File: src/rtl/dled_pkg.sv
// shared types and constants for the dle stx/etx deframer with xor lrc check
// no dependencies; imported by every module of the block
`default_nettype none
package dled_pkg;

  localparam int unsigned LEN_BITS_DEF = 12;
  localparam int unsigned CFG_W        = 12;

  localparam logic [CFG_W-1:0] MAX_PAYLOAD_RST = 12'd256;

  localparam logic [7:0] DLE = 8'h10;
  localparam logic [7:0] STX = 8'h02;
  localparam logic [7:0] ETX = 8'h03;

  localparam logic KIND_DATA   = 1'b0;
  localparam logic KIND_STATUS = 1'b1;

  localparam logic [2:0] ST_OK        = 3'd0;
  localparam logic [2:0] ST_HDR_ERR   = 3'd1;
  localparam logic [2:0] ST_NO_TRLR   = 3'd2;
  localparam logic [2:0] ST_ESC_ERR   = 3'd3;
  localparam logic [2:0] ST_LRC_ERR   = 3'd4;
  localparam logic [2:0] ST_TOO_SHORT = 3'd5;
  localparam logic [2:0] ST_TOO_LONG  = 3'd6;

  typedef struct packed {
    logic [7:0] rx_byte;
    logic       buffer_last;
  } item_t;

  typedef struct packed {
    logic       vld;
    logic       kind;
    logic [7:0] data;
    logic [2:0] status;
  } res_t;

endpackage
`default_nettype wire

File: src/rtl/dled_in_if.sv
// input channel: raw received bytes with buffer end flag
// depends on nothing
`default_nettype none
interface dled_in_if;
  logic       valid;
  logic       ready;
  logic [7:0] rx_byte;
  logic       buffer_last;

  modport source (output valid, output rx_byte, output buffer_last, input ready);
  modport sink (input valid, input rx_byte, input buffer_last, output ready);
endinterface
`default_nettype wire

File: src/rtl/dled_out_if.sv
// result channel: payload bytes and frame status
// depends on nothing
`default_nettype none
interface dled_out_if;
  logic       valid;
  logic       ready;
  logic       kind;
  logic [7:0] data;
  logic [2:0] status;

  modport source (output valid, output kind, output data, output status, input ready);
  modport sink (input valid, input kind, input data, input status, output ready);
endinterface
`default_nettype wire

File: src/rtl/dled_cfg_if.sv
// configuration write channel for the max_payload register
// depends on nothing
`default_nettype none
interface dled_cfg_if;
  logic        valid;
  logic        ready;
  logic [11:0] max_payload;

  modport source (output valid, output max_payload, input ready);
  modport sink (input valid, input max_payload, output ready);
endinterface
`default_nettype wire

File: src/rtl/dle_stx_etx_deframer_lrc_unit.sv
// a byte is held in the input register once accepted; its result is loaded into the result
// register when the frame state advances, and is offered on out_ch from there
// throughput: one byte per cycle while the result register is free or read, set by the
// frame state update between the input register and the result register; a full result
// register that is not read holds the input, also for bytes that give no result
// reset: synchronous active-low rst_n clears the valid flags and the frame state; max_payload returns to 256
`default_nettype none
module dle_stx_etx_deframer_lrc_unit
  import dled_pkg::*;
#(
  parameter int unsigned LEN_BITS = LEN_BITS_DEF
) (
  input  wire clk,
  input  wire rst_n,
  dled_in_if.sink     in_ch,
  dled_out_if.source  out_ch,
  dled_cfg_if.sink    cfg_ch
);

  logic [CFG_W-1:0] max_payload_r;
  logic             ivld;
  item_t            item;
  res_t             res;
  logic             ofree;
  logic             advance;

  assign cfg_ch.ready = 1'b1;

  always_ff @(posedge clk) begin
    if (!rst_n) begin
      max_payload_r <= MAX_PAYLOAD_RST;
    end else if (cfg_ch.valid) begin
      max_payload_r <= cfg_ch.max_payload;
    end
  end

  assign advance = ivld && ofree;

  dled_ibuf u_ibuf (
    .clk     (clk),
    .rst_n   (rst_n),
    .in_ch   (in_ch),
    .advance (advance),
    .vld     (ivld),
    .item    (item)
  );

  dled_fsm #(
    .LEN_BITS (LEN_BITS)
  ) u_fsm (
    .clk         (clk),
    .rst_n       (rst_n),
    .en          (advance),
    .item        (item),
    .max_payload (max_payload_r),
    .res         (res)
  );

  dled_obuf u_obuf (
    .clk    (clk),
    .rst_n  (rst_n),
    .load   (advance && res.vld),
    .res    (res),
    .free   (ofree),
    .out_ch (out_ch)
  );

endmodule
`default_nettype wire

File: src/rtl/dled_ibuf.sv
// input register stage of the deframer
// depends on dled_pkg and dled_in_if
`default_nettype none
module dled_ibuf
  import dled_pkg::*;
(
  input  wire   clk,
  input  wire   rst_n,
  dled_in_if.sink in_ch,
  input  wire   advance,
  output logic  vld,
  output item_t item
);

  logic  vld_r, vld_nxt;
  item_t item_r;
  logic  take;

  assign in_ch.ready = !vld_r || advance;
  assign take        = in_ch.valid && in_ch.ready;

  always_comb begin
    vld_nxt = vld_r;
    if (take) begin
      vld_nxt = 1'b1;
    end else if (advance) begin
      vld_nxt = 1'b0;
    end
  end

  always_ff @(posedge clk) begin
    if (!rst_n) begin
      vld_r <= 1'b0;
    end else begin
      vld_r <= vld_nxt;
    end
  end

  always_ff @(posedge clk) begin
    if (take) begin
      item_r.rx_byte     <= in_ch.rx_byte;
      item_r.buffer_last <= in_ch.buffer_last;
    end
  end

  assign vld  = vld_r;
  assign item = item_r;

endmodule
`default_nettype wire

File: src/rtl/dled_fsm.sv
// frame state machine: unstuffing, lrc, length check and status
// depends on dled_pkg
`default_nettype none
module dled_fsm
  import dled_pkg::*;
#(
  parameter int unsigned LEN_BITS = LEN_BITS_DEF
) (
  input  wire              clk,
  input  wire              rst_n,
  input  wire              en,
  input  item_t            item,
  input  wire  [CFG_W-1:0] max_payload,
  output res_t             res
);

  localparam int unsigned CW = (LEN_BITS > CFG_W) ? LEN_BITS : CFG_W;

  typedef enum logic [1:0] {
    PH_IDLE = 2'd0,
    PH_HDR  = 2'd1,
    PH_BODY = 2'd2,
    PH_ESC  = 2'd3
  } phase_t;

  phase_t              phase_r, phase_nxt;
  logic [7:0]          held_byte_r, held_byte_nxt;
  logic                held_valid_r, held_valid_nxt;
  logic [7:0]          lrc_acc_r, lrc_acc_nxt;
  logic [LEN_BITS-1:0] byte_count_r, byte_count_nxt;
  logic                junk_r, junk_nxt;

  logic [CW-1:0] cap;
  logic [CW-1:0] mp_ext;
  logic [CW-1:0] lim;
  logic          full;
  logic [7:0]    b;

  assign b      = item.rx_byte;
  assign cap    = CW'({LEN_BITS{1'b1}});
  assign mp_ext = CW'(max_payload);
  assign lim    = (mp_ext < cap) ? mp_ext : cap;
  assign full   = CW'(byte_count_r) >= lim;

  always_comb begin
    phase_nxt      = phase_r;
    held_byte_nxt  = held_byte_r;
    held_valid_nxt = held_valid_r;
    lrc_acc_nxt    = lrc_acc_r;
    byte_count_nxt = byte_count_r;
    junk_nxt       = junk_r;
    res            = '0;

    case (phase_r)
      PH_IDLE: begin
        if (b == DLE) begin
          phase_nxt = PH_HDR;
        end else if (!junk_r) begin
          junk_nxt   = 1'b1;
          res.vld    = 1'b1;
          res.kind   = KIND_STATUS;
          res.status = ST_HDR_ERR;
        end
      end
      PH_HDR: begin
        if (b == STX) begin
          phase_nxt      = PH_BODY;
          held_byte_nxt  = '0;
          held_valid_nxt = 1'b0;
          lrc_acc_nxt    = '0;
          byte_count_nxt = '0;
          junk_nxt       = 1'b0;
        end else begin
          if (b != DLE) begin
            phase_nxt = PH_IDLE;
          end
          if (!junk_r) begin
            junk_nxt   = 1'b1;
            res.vld    = 1'b1;
            res.kind   = KIND_STATUS;
            res.status = ST_HDR_ERR;
          end
        end
      end
      PH_BODY, PH_ESC: begin
        if (phase_r == PH_BODY && b == DLE) begin
          phase_nxt = PH_ESC;
        end else if (phase_r == PH_BODY || b == DLE) begin
          // payload byte, held back one position for the lrc
          phase_nxt = PH_BODY;
          if (held_valid_r && full) begin
            phase_nxt      = PH_IDLE;
            held_byte_nxt  = '0;
            held_valid_nxt = 1'b0;
            lrc_acc_nxt    = '0;
            byte_count_nxt = '0;
            res.vld        = 1'b1;
            res.kind       = KIND_STATUS;
            res.status     = ST_TOO_LONG;
          end else begin
            if (held_valid_r) begin
              res.vld        = 1'b1;
              res.kind       = KIND_DATA;
              res.data       = held_byte_r;
              byte_count_nxt = byte_count_r + LEN_BITS'(1);
            end
            lrc_acc_nxt    = lrc_acc_r ^ b;
            held_byte_nxt  = b;
            held_valid_nxt = 1'b1;
          end
        end else if (b == STX) begin
          phase_nxt      = PH_BODY;
          held_byte_nxt  = '0;
          held_valid_nxt = 1'b0;
          lrc_acc_nxt    = '0;
          byte_count_nxt = '0;
          junk_nxt       = 1'b0;
        end else begin
          phase_nxt      = PH_IDLE;
          held_byte_nxt  = '0;
          held_valid_nxt = 1'b0;
          lrc_acc_nxt    = '0;
          byte_count_nxt = '0;
          res.vld        = 1'b1;
          res.kind       = KIND_STATUS;
          if (b != ETX) begin
            res.status = ST_ESC_ERR;
          end else if (!held_valid_r || byte_count_r == '0) begin
            res.status = ST_TOO_SHORT;
          end else if (lrc_acc_r != '0) begin
            res.status = ST_LRC_ERR;
          end else begin
            res.status = ST_OK;
          end
        end
      end
      default: begin
        phase_nxt = PH_IDLE;
      end
    endcase

    // buffer end overrides
    if (item.buffer_last) begin
      if (phase_nxt == PH_BODY || phase_nxt == PH_ESC) begin
        phase_nxt      = PH_IDLE;
        held_byte_nxt  = '0;
        held_valid_nxt = 1'b0;
        lrc_acc_nxt    = '0;
        byte_count_nxt = '0;
        res            = '0;
        res.vld        = 1'b1;
        res.kind       = KIND_STATUS;
        res.status     = ST_NO_TRLR;
      end else if (phase_nxt == PH_HDR) begin
        phase_nxt = PH_IDLE;
        if (!res.vld && !junk_nxt) begin
          res.vld    = 1'b1;
          res.kind   = KIND_STATUS;
          res.status = ST_HDR_ERR;
        end
      end
      junk_nxt = 1'b0;
    end
  end

  always_ff @(posedge clk) begin
    if (!rst_n) begin
      phase_r      <= PH_IDLE;
      held_byte_r  <= '0;
      held_valid_r <= 1'b0;
      lrc_acc_r    <= '0;
      byte_count_r <= '0;
      junk_r       <= 1'b0;
    end else if (en) begin
      phase_r      <= phase_nxt;
      held_byte_r  <= held_byte_nxt;
      held_valid_r <= held_valid_nxt;
      lrc_acc_r    <= lrc_acc_nxt;
      byte_count_r <= byte_count_nxt;
      junk_r       <= junk_nxt;
    end
  end

`ifndef ASSERT_OFF
  a_count_needs_held: assert property (@(posedge clk) disable iff (!rst_n)
    !held_valid_r |-> byte_count_r == '0)
    else $error("byte count nonzero without held byte");

  a_idle_clear: assert property (@(posedge clk) disable iff (!rst_n)
    (phase_r == PH_IDLE || phase_r == PH_HDR) |-> (!held_valid_r && lrc_acc_r == '0))
    else $error("frame state left over outside a frame");

  a_data_counts: assert property (@(posedge clk) disable iff (!rst_n)
    (en && res.vld && res.kind == KIND_DATA) |=>
      byte_count_r == $past(byte_count_r) + LEN_BITS'(1))
    else $error("payload byte emitted without count update");

  a_data_in_body: assert property (@(posedge clk) disable iff (!rst_n)
    (en && res.vld && res.kind == KIND_DATA) |=> phase_r == PH_BODY)
    else $error("payload byte emitted outside body phase");
`endif

endmodule
`default_nettype wire

File: src/rtl/dled_obuf.sv
// result register stage of the deframer
// depends on dled_pkg and dled_out_if
`default_nettype none
module dled_obuf
  import dled_pkg::*;
(
  input  wire  clk,
  input  wire  rst_n,
  input  wire  load,
  input  res_t res,
  output logic free,
  dled_out_if.source out_ch
);

  logic       vld_r, vld_nxt;
  logic       kind_r;
  logic [7:0] data_r;
  logic [2:0] status_r;

  assign free = !vld_r || out_ch.ready;

  always_comb begin
    vld_nxt = vld_r;
    if (load) begin
      vld_nxt = 1'b1;
    end else if (out_ch.ready) begin
      vld_nxt = 1'b0;
    end
  end

  always_ff @(posedge clk) begin
    if (!rst_n) begin
      vld_r <= 1'b0;
    end else begin
      vld_r <= vld_nxt;
    end
  end

  always_ff @(posedge clk) begin
    if (load) begin
      kind_r   <= res.kind;
      data_r   <= res.data;
      status_r <= res.status;
    end
  end

  assign out_ch.valid  = vld_r;
  assign out_ch.kind   = kind_r;
  assign out_ch.data   = data_r;
  assign out_ch.status = status_r;

endmodule
`default_nettype wire

File: src/flat_wrapper.sv
// flat-port wrapper written by rule: the top's interface ports become plain ports
module dle_stx_etx_deframer_lrc_unit_flat import dled_pkg::*;
#(
  parameter int unsigned LEN_BITS = LEN_BITS_DEF
)
  (clk, rst_n, in_ch_valid, in_ch_rx_byte, in_ch_buffer_last, in_ch_ready, out_ch_valid, out_ch_kind, out_ch_data, out_ch_status, out_ch_ready, cfg_ch_valid, cfg_ch_max_payload, cfg_ch_ready);
  dled_in_if in_ch_i ();
  dled_out_if out_ch_i ();
  dled_cfg_if cfg_ch_i ();
  input  wire clk;
  input  wire rst_n;
  input wire logic [$bits(in_ch_i.valid)-1:0] in_ch_valid;
  input wire logic [$bits(in_ch_i.rx_byte)-1:0] in_ch_rx_byte;
  input wire logic [$bits(in_ch_i.buffer_last)-1:0] in_ch_buffer_last;
  output wire logic [$bits(in_ch_i.ready)-1:0] in_ch_ready;
  output wire logic [$bits(out_ch_i.valid)-1:0] out_ch_valid;
  output wire logic [$bits(out_ch_i.kind)-1:0] out_ch_kind;
  output wire logic [$bits(out_ch_i.data)-1:0] out_ch_data;
  output wire logic [$bits(out_ch_i.status)-1:0] out_ch_status;
  input wire logic [$bits(out_ch_i.ready)-1:0] out_ch_ready;
  input wire logic [$bits(cfg_ch_i.valid)-1:0] cfg_ch_valid;
  input wire logic [$bits(cfg_ch_i.max_payload)-1:0] cfg_ch_max_payload;
  output wire logic [$bits(cfg_ch_i.ready)-1:0] cfg_ch_ready;
  assign in_ch_i.valid = in_ch_valid;
  assign in_ch_i.rx_byte = in_ch_rx_byte;
  assign in_ch_i.buffer_last = in_ch_buffer_last;
  assign in_ch_ready = in_ch_i.ready;
  assign out_ch_valid = out_ch_i.valid;
  assign out_ch_kind = out_ch_i.kind;
  assign out_ch_data = out_ch_i.data;
  assign out_ch_status = out_ch_i.status;
  assign out_ch_i.ready = out_ch_ready;
  assign cfg_ch_i.valid = cfg_ch_valid;
  assign cfg_ch_i.max_payload = cfg_ch_max_payload;
  assign cfg_ch_ready = cfg_ch_i.ready;
  dle_stx_etx_deframer_lrc_unit #(.LEN_BITS(LEN_BITS)) u_core (.clk(clk), .rst_n(rst_n), .in_ch(in_ch_i), .out_ch(out_ch_i), .cfg_ch(cfg_ch_i));
endmodule
File: config.mk
export PLATFORM = sky130hd
export DESIGN_NAME = dle_stx_etx_deframer_lrc_unit_flat
export DESIGN_NICKNAME = d
export VERILOG_FILES = /design/src/rtl/dled_pkg.sv /design/src/rtl/dled_in_if.sv /design/src/rtl/dled_out_if.sv /design/src/rtl/dled_cfg_if.sv /design/src/rtl/dle_stx_etx_deframer_lrc_unit.sv /design/src/rtl/dled_ibuf.sv /design/src/rtl/dled_fsm.sv /design/src/rtl/dled_obuf.sv /design/src/flat_wrapper.sv
export SDC_FILE = /design/constraint.sdc
export NUM_CORES = 1
export LEC_CHECK = 0
export BUFFER_PORTS_ARGS = -buffer_cell sky130_fd_sc_hd__buf_2
export CAP_MARGIN = 40
export CORE_MARGIN = 1.5
export CORE_UTILIZATION = 56
export DETAILED_ROUTE_END_ITERATION = 7
export PLACE_DENSITY = 0.76
export SYNTH_ARGS = -nofsm -noshare
export SYNTH_HDL_FRONTEND = slang
export SYNTH_SLANG_ARGS = --single-unit
File: constraint.sdc
create_clock -name clk -period 3.7 [get_ports clk]
set_clock_uncertainty 0.05 [all_clocks]
set_input_delay 0.37 -clock clk [delete_from_list [all_inputs] [get_ports clk]]
set_output_delay 0.37 -clock clk [all_outputs]
set_load 0.02 [all_outputs]
== After elaboration in Yosys (flattened, before gate mapping) ==
Index checks and enable logic that the tools add are counted.

* Register bits after elaboration: 67
* Bits in latches: 0
* Memory bits (writable): 0
* Memory bits (read-only): 0
* Input bits: 26
* Memories kept: 0

* Add/subtract/negate cells: 1
* Multipliers: 0
* Div/mod/pow operators: 0
* $lt $le $gt $ge: 2
* Equal/unequal tests: 10
* Shift-type cells: 0
* Multiplexer cells: 82
* Bitwise gates (word level): 1
* Reductions and logical operators: 22

{| class="wikitable"
|+ Operators by type and width
! kind !! count
|-
| $mux 8 || 16
|-
| $mux 12 || 8
|-
| $mux 2 || 19
|-
| $pmux 8 s2 || 2
|-
| $mux 3 || 9
|-
| $mux 13 || 2
|-
| $pmux 12 s2 || 1
|-
| $mux 1 || 19
|-
| $add 12x1->12 const B || 1
|-
| $ge 12x12->1 || 1
|-
| $logic_not 12->1 || 1
|-
| $lt 12x12->1 const B || 1
|-
| $pmux 2 s3 || 2
|-
| $mux 10 || 1
|-
| $pmux 3 s3 || 1
|-
| $eq 2x2->1 const B || 4
|-
| $eq 8x2->1 const B || 1
|-
| $eq 8x5->1 const B || 1
|-
| $ne 8x2->1 const B || 1
|-
| $ne 8x5->1 const B || 1
|-
| $reduce_bool 8->1 || 1
|-
| $xor 8x8->8 || 1
|-
| $logic_and 1x1->1 || 6
|-
| $logic_not 1->1 || 5
|-
| other kinds (7) || 13
|}

== Longest topological paths before layout ==
* Word-level depth: 16
* Gate-level depth with buffers: 10
* Mapped depth without buffers: 9

== Cells and area by module ==
A second synthesis with hierarchy kept.

* Cell total of the unflattened synthesis: 377
* Area total of the unflattened synthesis: 3532.1 um2

{| class="wikitable"
|+ Modules (own cells, without submodules)
! module !! instances !! cells an instance !! area each (um2)
|-
| dled_fsm || 1 || 305 || 2323.5
|-
| dle_stx_etx_deframer_lrc_unit || 1 || 42 || 471.7
|-
| dled_obuf || 1 || 16 || 409.1
|-
| dled_ibuf || 1 || 14 || 327.8
|}

== Least setup slack after synthesis ==
Ideal clock, no wire load.

* Path type: reg-to-reg
* Start point: reg u_core.u_fsm.byte_count_r[2]
* End point: reg u_core.u_obuf.data_r[0], in the netlist u_core.u_obuf.out_ch.data[0] (enable)
* Setup time: 380 ps
* Data arrival time: 2467 ps
* Setup slack: 802 ps
* Cell stages (with the launch flop): 9
* Buffers on the path: 0
* Clock period less this slack: 2898 ps
* Path through: dfxtp_1 -> ha_1 -> a211oi_1 -> o21ai_1 -> a21oi_2 -> a2bb2oi_1 -> a21o_2 -> a2111oi_0 -> nor2_1

* Word-level cells in the longest chain between the ends: 13

{| class="wikitable"
|+ RTL lines
! item !! line !! RTL
|-
| from (decl) || dled_fsm.sv:30 || <nowiki>logic [LEN_BITS-1:0] byte_count_r, byte_count_nxt;</nowiki>
|-
| from (signal assigned) || dled_fsm.sv:179 || <nowiki>byte_count_r <= byte_count_nxt;</nowiki>
|-
| $ge 12x12->1 (*) || dled_fsm.sv:43 || <nowiki>assign full = CW'(byte_count_r) >= lim;</nowiki>
|-
| $logic_and 1x1->1 (*) || dled_fsm.sv:91 || <nowiki>if (held_valid_r && full) begin</nowiki>
|-
| $mux 2 || dled_fsm.sv:91 ||
|-
| $mux 2 || dled_fsm.sv:88 || <nowiki>end else if (phase_r == PH_BODY || b == DLE) begin</nowiki>
|-
| $mux 13 || dled_fsm.sv:86 || <nowiki>if (phase_r == PH_BODY && b == DLE) begin</nowiki>
|-
| $pmux 2 s3 || dled_fsm.sv:54 || <nowiki>case (phase_r)</nowiki>
|-
| $logic_not 1->1 || dled_fsm.sv:156 || <nowiki>if (!res.vld && !junk_nxt) begin</nowiki>
|-
| $logic_and 1x1->1 || dled_fsm.sv:156 ||
|-
| $mux 2 || dled_fsm.sv:156 ||
|-
| $mux 2 || dled_fsm.sv:154 || <nowiki>end else if (phase_nxt == PH_HDR) begin</nowiki>
|-
| $mux 2 || dled_fsm.sv:144 || <nowiki>if (phase_nxt == PH_BODY || phase_nxt == PH_ESC) begin</nowiki>
|-
| $mux 13 (*) || dled_fsm.sv:143 || <nowiki>if (item.buffer_last) begin</nowiki>
|-
| $logic_and 1x1->1 (*) || dle_stx_etx_deframer_lrc_unit.sv:62 || <nowiki>.load (advance && res.vld),</nowiki>
|-
| via u_core.u_obuf.load || dled_obuf.sv:9 || <nowiki>input wire load,</nowiki>
|-
| to (signal assigned) || dled_obuf.sv:42 || <nowiki>data_r <= res.data;</nowiki>
|-
| to (decl) || dled_obuf.sv:17 || <nowiki>logic [7:0] data_r;</nowiki>
|}

Mark *: on every way through the listed nets, which the timed path passes. The rest lies on a longest branch.
A chain may end at the register's enable or synchronous reset.

== Worst setup path after layout ==
* Start point: reg u_core.u_fsm.byte_count_r[0]
* End point: reg u_core.u_obuf.data_r[7], in the netlist u_core.u_obuf.out_ch.data[7] (enable)

The elaborated chain is that of the path after synthesis.

==> flow_metrics.env <==
export IMPL_status="complete, no violations"
export IMPL_synthCells=427
export IMPL_dp_cells=529
export IMPL_powerDensity_nw_per_um2=338
export IMPL_root_buffer="clkbuf_8"
export IMPL_post_route_period_util=0.861
export IMPL_synth_largest_type_area_fraction=0.240
export IMPL_post_cts_setup_buffers=0
export IMPL_drive_gt1_frac=0.179
export IMPL_rows=29
export IMPL_grt_max_degree=20
export IMPL_ctsHoldBuffers=0
export IMPL_fillers=557
export IMPL_vdd_drop_max_uv=249
export IMPL_yosysMostFrequentCell="nand2_1"
export IMPL_synthesis_nets=467
export IMPL_clock_sinks=67
export IMPL_dr_pass1_iters=7
export IMPL_fin_crit_ns=3.18
export IMPL_cts_buffers=9
export IMPL_synth_yosys_seq_area_share=0.404
export IMPL_drt_wl_total_um=9510
export IMPL_ios=41
export IMPL_antenna_found_initial=0
export IMPL_vias=3453
export IMPL_criticalPathCategory="reg -> reg"
export IMPL_die_area_um2=7360
export IMPL_synth_edf_count=21
export IMPL_synth_cell_types=74
export IMPL_crit_chain="inv_1 -> ha_1 -> nor2b_1 -> o21ai_1 -> a21oi_2 -> a2bb2oi_1 -> a21o_2 -> a2111oi_0 -> nor2_1"
export IMPL_drc=0
export IMPL_clockBufferDepth=2
export IMPL_layout_cells_non_filler=545
export IMPL_yosysTopAreaCell="dfxtp_1"
export IMPL_crit_path_max_fanout=12
export IMPL_crit_path_end_kind="flip-flop"
export IMPL_routedWlPerCell_um=17.4
export IMPL_start_util=0.591
export IMPL_max_freq_mhz=314
export IMPL_core_um2=6490
export IMPL_fin_tns_setup_ns=0
export IMPL_finalPower_mw=1.44
export IMPL_synth_adder_area_share=0.0483
export IMPL_grt_pass1_vias=3138
export IMPL_hold_violations=0
export IMPL_drv_cap=0
export IMPL_synthMuxAreaShare=0.0339
export IMPL_hold_path_class="in -> reg"
export IMPL_cp_slowest_cell="nor2_1"
export IMPL_vias_per_cell=6.34
export IMPL_synth_seq_cells=67
export IMPL_slew_limit_headroom=0.383
export IMPL_cts_tree="yes"
export IMPL_grt_overflow_total=0
export IMPL_grt_total_usage=0.274
export IMPL_finalSetupViolCount=0
export IMPL_critPathLaunchType="flip-flop"
export IMPL_clk_pin_slew_ns=0.07
export IMPL_syn_area_um2=3840
export IMPL_grt_pass1_wl_um=15600
export IMPL_crit_required_ns=3.62
export IMPL_drtIter0Drc=344
export IMPL_avgSynthCellArea_um2=8.99
export IMPL_synthToLayoutAreaGrowth_pct=11.1
export IMPL_num_antenna_cells=0
export IMPL_synth_area_leaders="dfxtp_1 (24%), edfxtp_1 (16%), nand2_1 (5.7%)"
export IMPL_p_leak_nw=1.62
export IMPL_synth_top_family_by_area="compound AO/OA/AOI/OAI gates"
export IMPL_ant_nets=0
export IMPL_htreeDepth=3
export IMPL_routabilityCongestion=0.899
export IMPL_cts_resized=0
export IMPL_die_h_um=85.8
export IMPL_worstSkewPairLatency_ns=0.35
export IMPL_ys_warnings_count=0
export IMPL_synth_simple_area_share=0.211
export IMPL_async_reset_ff_frac=0
export IMPL_dieWidth_um=85.8
export IMPL_worstMarginPinSlew_ns=0.923
export IMPL_slowest_delay_ns=0.72
export IMPL_ys_flop_type="dfxtp_1"
export IMPL_synth_xor_area_frac=0.00685
export IMPL_rsz0062_at_grt="false"
export IMPL_dpl_hpwl_um=6870
export IMPL_nNetsFinal=503
export IMPL_port_buffers=39
export IMPL_yosys_top_cells_count="nand2_1 (58), dfxtp_1 (46), nor2_1 (33)"
export IMPL_slew_violations=0
export IMPL_crit_arrival_ns=3.10
export IMPL_synth_compound_area_frac=0.246
## cells by family (layout without fill, tap and decap cells)
group | Yosys count | after routing
multiplexers | 13 | 13
buffers and inverters | 44 | 85
other | 1 | 1
flip-flops | 67 | 67
XOR/XNOR | 3 | 3
adder cells (fa/ha/maj) | 15 | 15
AND/OR/NAND/NOR | 160 | 160
AO/OA/AOI/OAI | 124 | 124
## flip-flops by register name (all words and copies together), names as in the netlist
signal,flops
u_core.u_obuf.out_ch.kind,1
u_core.u_fsm.junk_r,1
u_core.u_obuf.out_ch.status,3
u_core.u_fsm.byte_count_r,12
u_core.u_ibuf.item,9
u_core.u_fsm.lrc_acc_r,8
u_core.u_fsm.held_byte_r,8
u_core.u_ibuf.vld,1
u_core.max_payload_r,12
u_core.u_obuf.out_ch.data,8
u_core.u_fsm.held_valid_r,1
u_core.u_obuf.out_ch.valid,1
u_core.u_fsm.phase_r,2
## critical path: cells and delay by family, from the launching register on
kind                     cells  cell delay (ns)
AND/OR/NAND/NOR              2             0.85
buffers and inverters        1             0.14
flip-flops                   1             0.42
AO/OA/AOI/OAI                5             1.06
adder cells (fa/ha/maj)      1             0.29
## metal layers
| metal | global-route usage | wire (um) |
|---|---|---|
| met5 | 0 | 0 |
| met4 | 0.119 | 211 |
| met3 | 0.0558 | 722 |
| met2 | 0.412 | 4190 |
| met1 | 0.384 | 4380 |
## where the power goes
group,total (mW),leakage [nW],switching (mW),internal (mW)
sequential,0.798,0.567,0.0179,0.781
combinational,0.121,0.973,0.0759,0.0454
clock,0.522,0.0787,0.284,0.238
total,1.44,1.62,0.378,1.06
## through the flow
step / setup WS (ns) / area (um^2) / util / hold WS [ns]
floorplan: 0.802 / 3840 / - / 0.384
global placement: 0.669 / 4080 / 0.628 / 0.396
detailed placement: 0.588 / 4090 / 0.630 / 0.402
CTS: 0.560 / 4260 / 0.656 / 0.127
global route: 0.285 / 4260 / 0.656 / 0.125
finish: 0.516 / 4260 / 0.656 / 0.141
## worst paths after layout
check,start,end,slack [ns],depth (start not counted)
setup reg to reg,u_core.u_fsm.byte_count_r[0],u_core.u_obuf.out_ch.data[7],0.52,9
setup / recovery,u_core.u_fsm.byte_count_r[0],u_core.u_obuf.out_ch.data[7],0.52,9
hold / removal,in_ch_rx_byte[6],u_core.u_ibuf.item[7],0.14,1
hold reg to reg,u_core.u_fsm.held_byte_r[7],u_core.u_fsm.held_byte_r[7],0.41,1
## cell type report
cell class / instances / area [um^2] / area share
clock buffers: 9 / 124 / 0.0291
clock inverters: 7 / 45.0 / 0.0106
inverters: 21 / 78.8 / 0.0185
multi-input cells: 316 / 2100 / 0.493
flip-flops and latches: 67 / 1550 / 0.364
well taps: 77 / 96.3 / 0.0226
repair buffers: 48 / 267 / 0.0625
## layout by cell type, fill, tap and decap left out, types with 5 or more instances in the layout
master,synthesis,routed
a21oi_1,24,24
a22o_1,10,10
a22oi_1,6,6
a31oi_1,6,6
a41o_1,8,8
and2_1,13,13
buf_2,2,39
buf_4,3,8
clkbuf_8,0,9
dfxtp_1,46,46
edfxtp_1,21,21
ha_1,14,14
inv_1,20,20
mux2i_1,13,13
nand2_1,58,58
nand3_1,13,13
nand4_1,6,6
nor2_1,33,33
nor2b_1,5,5
nor3_1,7,7
o211ai_1,6,6
o21ai_0,22,22
Power figures use the tool's default switching activity.
